--- src/sv/sha256_pkg.sv ---
`timescale 1ns / 1ps
`default_nettype none
package sha256_pkg;

    localparam int unsigned WordW = 32;

    typedef logic [WordW-1:0] t_word;

    typedef enum logic [5:0] {
        ST_IDLE  = 6'b000001,
        ST_LOAD  = 6'b000010,
        ST_ROUND = 6'b000100,
        ST_ADD   = 6'b001000,
        ST_PAD   = 6'b010000,
        ST_OUT   = 6'b100000
    } t_state;

    localparam t_word InitChain [8] = '{
        32'h6a09e667, 32'hbb67ae85, 32'h3c6ef372, 32'ha54ff53a,
        32'h510e527f, 32'h9b05688c, 32'h1f83d9ab, 32'h5be0cd19
    };

    localparam t_word RoundConst [64] = '{
        32'h428a2f98, 32'h71374491, 32'hb5c0fbcf, 32'he9b5dba5,
        32'h3956c25b, 32'h59f111f1, 32'h923f82a4, 32'hab1c5ed5,
        32'hd807aa98, 32'h12835b01, 32'h243185be, 32'h550c7dc3,
        32'h72be5d74, 32'h80deb1fe, 32'h9bdc06a7, 32'hc19bf174,
        32'he49b69c1, 32'hefbe4786, 32'h0fc19dc6, 32'h240ca1cc,
        32'h2de92c6f, 32'h4a7484aa, 32'h5cb0a9dc, 32'h76f988da,
        32'h983e5152, 32'ha831c66d, 32'hb00327c8, 32'hbf597fc7,
        32'hc6e00bf3, 32'hd5a79147, 32'h06ca6351, 32'h14292967,
        32'h27b70a85, 32'h2e1b2138, 32'h4d2c6dfc, 32'h53380d13,
        32'h650a7354, 32'h766a0abb, 32'h81c2c92e, 32'h92722c85,
        32'ha2bfe8a1, 32'ha81a664b, 32'hc24b8b70, 32'hc76c51a3,
        32'hd192e819, 32'hd6990624, 32'hf40e3585, 32'h106aa070,
        32'h19a4c116, 32'h1e376c08, 32'h2748774c, 32'h34b0bcb5,
        32'h391c0cb3, 32'h4ed8aa4a, 32'h5b9cca4f, 32'h682e6ff3,
        32'h748f82ee, 32'h78a5636f, 32'h84c87814, 32'h8cc70208,
        32'h90befffa, 32'ha4506ceb, 32'hbef9a3f7, 32'hc67178f2
    };

    localparam logic [7:0] PadByte = 8'h80;

    function automatic t_word rotr(input t_word x, input int unsigned n);
        rotr = (x >> n) | (x << (WordW - n));
    endfunction

endpackage
`default_nettype wire

--- src/sv/sha256_stream_hasher_top.sv ---
// SHA-256 byte-stream hasher.
// Input channel (i_valid/o_ready): one item per transfer, i_data_byte qualified by
// i_byte_present, i_end_of_message closing the message (may carry no byte).
// Output channel (o_valid/i_ready): eight digest words, index 0..7, last marked.
// Bytes are packed straight into the sixteen schedule words, so after a plain
// byte the next item can follow at once. The 64th byte of a block keeps o_ready
// low for a load, the 64 rounds of the single round unit and a chaining add.
// The block takes no new byte until that compression is done.
// A final item fills the rest of the block one byte per cycle (0x80, zeros,
// bit length), then compresses; if the fill starts at byte 56 or later a second
// fill of a whole block and its compression follow. The digest words are then
// offered one word per cycle while i_ready is high. o_ready stays low while a
// block is padded or compressed or digest words are pending; a stalled receiver
// holds the current word and the block waits.
// Reset restores the initial chaining values and a zero bit count; schedule
// and working words are not cleared.
`timescale 1ns / 1ps
`default_nettype none
module sha256_stream_hasher_top (
    input  wire  logic        i_clk,
    input  wire  logic        i_rst_n,
    input  wire  logic        i_valid,
    output logic              o_ready,
    input  wire  logic [7:0]  i_data_byte,
    input  wire  logic        i_byte_present,
    input  wire  logic        i_end_of_message,
    output logic              o_valid,
    input  wire  logic        i_ready,
    output sha256_pkg::t_word o_digest_word,
    output logic [2:0]        o_word_index,
    output logic              o_last_word
);
    import sha256_pkg::*;

    t_state      r_state, n_state;
    logic [63:0] r_len;
    logic [5:0]  r_pos;         // fill position during padding
    logic        r_mark;        // 0x80 still to be written
    logic        r_fits;        // length field goes into the block being filled
    logic        r_final;       // current compression is the last one
    logic        r_pend;        // padding pending after this compression
    logic [5:0]  r_rnd;
    logic [2:0]  r_oidx;
    t_word       r_w [16];
    t_word       r_v [8];
    t_word       r_h [8];

    logic [5:0] w_wpos;
    logic       w_take;
    logic       w_full;
    logic [5:0] w_start;
    assign w_wpos  = r_len[8:3];
    assign w_take  = i_valid && o_ready;
    assign w_full  = w_take && i_byte_present && (w_wpos == 6'd63);
    assign w_start = i_byte_present ? w_wpos + 6'd1 : w_wpos;

    // round datapath: schedule expansion and one compression round
    t_word w_w2, w_w15, w_new, w_cur, w_t1, w_t2, w_s1, w_s0;
    always_comb begin
        w_w2  = r_w[14];
        w_w15 = r_w[1];
        w_s1  = rotr(w_w2, 17) ^ rotr(w_w2, 19) ^ (w_w2 >> 10);
        w_s0  = rotr(w_w15, 7) ^ rotr(w_w15, 18) ^ (w_w15 >> 3);
        w_new = w_s1 + r_w[9] + w_s0 + r_w[0];
        w_cur = r_w[0];
        w_t1  = r_v[7] + (rotr(r_v[4], 6) ^ rotr(r_v[4], 11) ^ rotr(r_v[4], 25))
              + ((r_v[4] & r_v[5]) ^ (~r_v[4] & r_v[6])) + RoundConst[r_rnd] + w_cur;
        w_t2  = (rotr(r_v[0], 2) ^ rotr(r_v[0], 13) ^ rotr(r_v[0], 22))
              + ((r_v[0] & r_v[1]) ^ (r_v[0] & r_v[2]) ^ (r_v[1] & r_v[2]));
    end

    assign o_ready       = (r_state == ST_IDLE);
    assign o_valid       = (r_state == ST_OUT);
    assign o_digest_word = r_h[r_oidx];
    assign o_word_index  = r_oidx;
    assign o_last_word   = (r_oidx == 3'd7);

    // sequence states
    always_comb begin
        n_state = r_state;
        unique case (r_state)
            ST_IDLE: begin
                if (w_full) n_state = ST_LOAD;
                else if (w_take && i_end_of_message) n_state = ST_PAD;
            end
            ST_LOAD:  n_state = ST_ROUND;
            ST_ROUND: if (r_rnd == 6'd63) n_state = ST_ADD;
            ST_ADD: begin
                if (r_final) n_state = ST_OUT;
                else if (r_pend) n_state = ST_PAD;
                else n_state = ST_IDLE;
            end
            ST_PAD:   if (r_pos == 6'd63) n_state = ST_LOAD;
            ST_OUT:   if (i_ready && r_oidx == 3'd7) n_state = ST_IDLE;
            default:  n_state = ST_IDLE;
        endcase
    end

    // hold control state
    always_ff @(posedge i_clk) begin
        if (!i_rst_n) begin
            r_state <= ST_IDLE;
            r_len   <= '0;
            r_pos   <= '0;
            r_mark  <= 1'b0;
            r_fits  <= 1'b0;
            r_final <= 1'b0;
            r_pend  <= 1'b0;
            r_rnd   <= '0;
            r_oidx  <= '0;
            for (int i = 0; i < 8; i++) r_h[i] <= InitChain[i];
        end else begin
            r_state <= n_state;
            unique case (r_state)
                ST_IDLE: begin
                    if (w_take) begin
                        if (i_byte_present) r_len <= r_len + 64'd8;
                        r_pos   <= w_start;
                        r_mark  <= i_end_of_message;
                        r_fits  <= (w_start < 6'd56);
                        r_pend  <= i_end_of_message;
                        r_final <= 1'b0;
                    end
                end
                ST_LOAD:  r_rnd <= '0;
                ST_ROUND: r_rnd <= r_rnd + 6'd1;
                ST_ADD: begin
                    for (int i = 0; i < 8; i++) r_h[i] <= r_h[i] + r_v[i];
                    // a further fill always starts a fresh block that takes the length
                    if (!r_final && r_pend) begin
                        r_pos  <= '0;
                        r_fits <= 1'b1;
                    end
                end
                ST_PAD: begin
                    r_pos <= r_pos + 6'd1;
                    if (r_mark) r_mark <= 1'b0;
                    if (r_pos == 6'd63) begin
                        r_final <= r_fits;
                        r_pend  <= !r_fits;
                    end
                end
                ST_OUT: begin
                    if (i_ready) begin
                        r_oidx <= r_oidx + 3'd1;
                        if (r_oidx == 3'd7) begin
                            for (int i = 0; i < 8; i++) r_h[i] <= InitChain[i];
                            r_len <= '0;
                        end
                    end
                end
                default: ;
            endcase
        end
    end

    // padding byte: 0x80 first, then zeros, big-endian bit length in the last eight
    logic [7:0] w_pad;
    logic [2:0] w_lsel;
    assign w_lsel = 3'd7 - r_pos[2:0];
    always_comb begin
        if (r_mark) w_pad = PadByte;
        else if (r_fits && r_pos >= 6'd56) w_pad = r_len[{w_lsel, 3'b000} +: 8];
        else w_pad = 8'd0;
    end

    // schedule and working registers: pack bytes, pad, load and run rounds
    always_ff @(posedge i_clk) begin
        if (r_state == ST_IDLE) begin
            if (w_take && i_byte_present)
                r_w[w_wpos[5:2]][{~w_wpos[1:0], 3'b000} +: 8] <= i_data_byte;
        end else if (r_state == ST_PAD) begin
            r_w[r_pos[5:2]][{~r_pos[1:0], 3'b000} +: 8] <= w_pad;
        end else if (r_state == ST_LOAD) begin
            for (int i = 0; i < 8; i++) r_v[i] <= r_h[i];
        end else if (r_state == ST_ROUND) begin
            for (int i = 0; i < 15; i++) r_w[i] <= r_w[i+1];
            r_w[15] <= w_new;
            r_v[7] <= r_v[6]; r_v[6] <= r_v[5]; r_v[5] <= r_v[4];
            r_v[4] <= r_v[3] + w_t1;
            r_v[3] <= r_v[2]; r_v[2] <= r_v[1]; r_v[1] <= r_v[0];
            r_v[0] <= w_t1 + w_t2;
        end
    end

endmodule
`default_nettype wire

--- config.mk ---
export PLATFORM = sky130hd
export DESIGN_NAME = sha256_stream_hasher_top
export DESIGN_NICKNAME = d
export VERILOG_FILES = /design/src/sv/sha256_pkg.sv /design/src/sv/sha256_stream_hasher_top.sv
export SDC_FILE = /design/constraint.sdc
export NUM_CORES = 2
export LEC_CHECK = 0
export BUFFER_PORTS_ARGS = -buffer_cell sky130_fd_sc_hd__clkbuf_2
export CELL_PAD_IN_SITES_DETAIL_PLACEMENT = 1
export CELL_PAD_IN_SITES_GLOBAL_PLACEMENT = 2
export CORE_MARGIN = 5
export CORE_UTILIZATION = 44
export CTS_BUF_LIST = sky130_fd_sc_hd__clkbuf_8
export CTS_CLUSTER_SIZE = 25
export DETAILED_ROUTE_END_ITERATION = 7
export PLACE_DENSITY = 0.86
export SYNTH_ARGS = -nofsm -noshare
export SYNTH_HDL_FRONTEND = slang
export SYNTH_SLANG_ARGS = --single-unit
--- constraint.sdc ---
create_clock -name i_clk -period 11.95 [get_ports i_clk]
set_input_delay 1.195 -clock i_clk [delete_from_list [all_inputs] [get_ports i_clk]]
set_output_delay 1.195 -clock i_clk [all_outputs]
set_load 0.02 [all_outputs]
==> reports/metrics.yaml <==
dp_cells: 9296
period_minus_slack_ns: 10.32
skew_ns: 0.04891
r2r_end: "r_v[0][30]"
synth_area_um2: 73740
vias: 58610
critPathCaptureType: "flip-flop"
synth-seq-cells: 1113
start_util_pct: 44.20
crit_arrival_ns: 11.02
clock_latency_ns: 1.00
root_buffer: "clkbuf_8"
drc: 0
finalMaxSlewViolations: 0
path_max_fanout: 16
worstHoldStart: "r_w[11][18]"
cts_buffers: 199
run_status: "completed"
relSlewSlack_pct: 5.184
place.gp.congestion: 0.9627
synth_nets: 7925
final_layout_size_suffix_gt1_share_pct: 8.981
yosysSeqAreaShare_pct: 42.38
p_clk_share_pct: 15.3
finish.instance_area_um2: 80190
drtIter0Drc: 4601
postCtsResizedCells: 0
timing.hold.ws_ns: 0.4976
critPathSlowestCell: "o41ai_1"
intPower_mw: 12.40
r2r_slack_ns: 1.63
pwr-share-comb_pct: 63.3
required_ns: 12.66
tritoncts: "done"
dpl_cell_area_um2: 76290
grt_pass1_vias: 60140
cts_hold_buf: 0
ioPinCount: 52
core-area_um2: 166800
avgViaCountPerCell: 6.061
routed_wl_um: 265700
synth-main-ff-cell: "edfxtp_1"
rsz0062_at_grt: "false"
firstDrtPassIters: 5
r2r-start: "r_rnd[0]"
reg2reg_depth: 35
synthArstFlopShare_pct: 0
setup_viol: 0
crit_type: "reg -> reg"
power_mw: 23.50
period_share_pct: 86.33
htree_levels: 4
antenna_found_initial: 16
worstMarginPinSlew_ns: 1.422
worst_slack_ns: 1.633
final_cell_mix: "1,049 x nand2_1, 896 x edfxtp_1, 706 x a21o_1"
synth_warnings: 0
die_h_um: 419.4
track_usage_pct: 29.72
pre_cts_slack_ns: 1.814
die_area_um2: 175900
grt-ovfl-total: 0
hold_end: "r_w[10][18]"
max_freq_mhz: 96.93
portBuffers: 51
fillers: 18380
seqPwrFrac_pct: 21.4
cp_slowest_stage_delay_ns: 0.69
finalHoldViolCount: 0
drv_cap: 0
synth_edf_count: 896
powerDensity_nw_per_um2: 293.1
postRouteAntennaNets: 0
nNetsFinal: 7908
synthDistinctLibCells: 95
synthCells: 7312
ir_drop_mv: 0.3487
swShare_pct: 47.25
cts.sinks: 1113
grt_pass1_wl_um: 393400
area_growth_pct: 8.736
avgSynthCellArea_um2: 10.09
cts_setup_buffers: 0
hp-class: "reg -> reg"
cp-start-kind: "flip-flop"
num_rows: 150
dieWidth_um: 419.4
grt_start_max_net_pins: 225
switchingPower_mw: 11.11
layoutNonFillerInstCount: 9670
wl_per_cell_um: 27.48
setup_tns_ns: 0
clkSlewWorstSetupHoldPaths_ns: 0.07
clk_path_buf_depth: 3
hold_depth: 1
p_leak_nw: 34.50
dp.final_hpwl_um: 198600
final_util_pct: 48.06
layout_commonest_cell: "nand2_1"
[flip-flops by register name, summed over array words and instances (netlist names), named ones only]
signal	count
r_mark	1
o_word_index	3
r_final	1
r_v	256
r_rnd	6
r_fits	1
r_len	61
r_h	256
r_state	6
r_pend	1
r_w	512
r_pos	6
[synth_stat cells (54+ instances only)]
| cell | instances | share of area, % |
|---|---|---|
| dfxtp_1 | 217 | 5.9 |
| nor2b_1 | 54 | 0.46 |
| nand3_1 | 115 | 0.78 |
| a211oi_1 | 68 | 0.69 |
| a21oi_1 | 397 | 2.7 |
| ha_1 | 404 | 6.9 |
| a21o_1 | 706 | 7.2 |
| nand2_1 | 1050 | 5.3 |
| fa_1 | 195 | 5.3 |
| and3_1 | 59 | 0.50 |
| edfxtp_1 | 896 | 36 |
| mux4_2 | 80 | 2.4 |
| inv_1 | 323 | 1.6 |
| nor3_1 | 82 | 0.56 |
| clkbuf_1 | 342 | 1.7 |
| xnor2_1 | 400 | 4.8 |
| nand2b_1 | 67 | 0.57 |
| nor2_1 | 356 | 1.8 |
| xor2_1 | 226 | 2.7 |
| mux2_2 | 54 | 0.82 |
| o21ai_0 | 477 | 3.2 |
[worst max path at each step]
stage / start / endpoint / cells past startpoint / slack [ns]
2_1_floorplan: r_rnd[0] / r_v[0][31] / 38 / 3.67
3_3_place_gp: r_rnd[0] / r_v[0][30] / 35 / 1.69
3_5_place_dp: r_rnd[0] / r_v[0][30] / 35 / 1.81
4_1_cts: r_rnd[0] / r_v[0][30] / 35 / 1.77
5_1_grt: r_rnd[0] / r_v[0][30] / 35 / 1.24
6_report: r_rnd[0] / r_v[0][30] / 35 / 1.63
[critical path: cells and delay by family (launching register included)]
| family | cells | cell delay (ns) |
|---|---|---|
| simple gates | 3 | 0.58 |
| compound gates | 15 | 4.16 |
| xor+xnor | 2 | 0.44 |
| fa+ha+maj | 8 | 3.37 |
| flops | 1 | 0.34 |
| buf+inv | 7 | 1.13 |
[metal layers]
layer / wire [um] / global-route usage [%]
met1: 108200 / 37.41
met2: 127200 / 49.87
met3: 15270 / 4.767
met4: 14940 / 14.63
met5: 118 / 0
[logic make-up after synthesis]
family,after synthesis,share of synthesized area [%]
adder cells (fa/ha/maj),603,12.20
AND/OR/NAND/NOR,1973,11.86
AO/OA/AOI/OAI,2107,18.75
multiplexers,157,3.580
buffers and inverters,733,3.796
flip-flops,1113,42.38
XOR/XNOR,626,7.435
[area by class of cell]
class	instances	area [um^2]	area share, %
Antenna cell	6	15.01	0.01872
Clock buffer	212	2918	3.639
Clock inverter	154	948.4	1.183
Inverter	326	1234	1.539
Multi-Input combinational cell	5466	39730	49.55
Sequential cell	1113	31270	39.00
Tap cell	2204	2758	3.439
Timing Repair Buffer	189	1311	1.635
[power groups by stage]
stage / clock, mW / combinational [mW] / sequential, mW
2_1_floorplan: 0 / 10.7 / 4.91
3_3_place_gp: 0 / 14.4 / 5.08
3_5_place_dp: 0 / 14.7 / 5.09
4_1_cts: 3.67 / 14.8 / 5.01
5_1_grt: 3.87 / 16.3 / 5.03
6_report: 3.60 / 14.9 / 5.02
No activity file was read; power rests on OpenSTA's default activity.
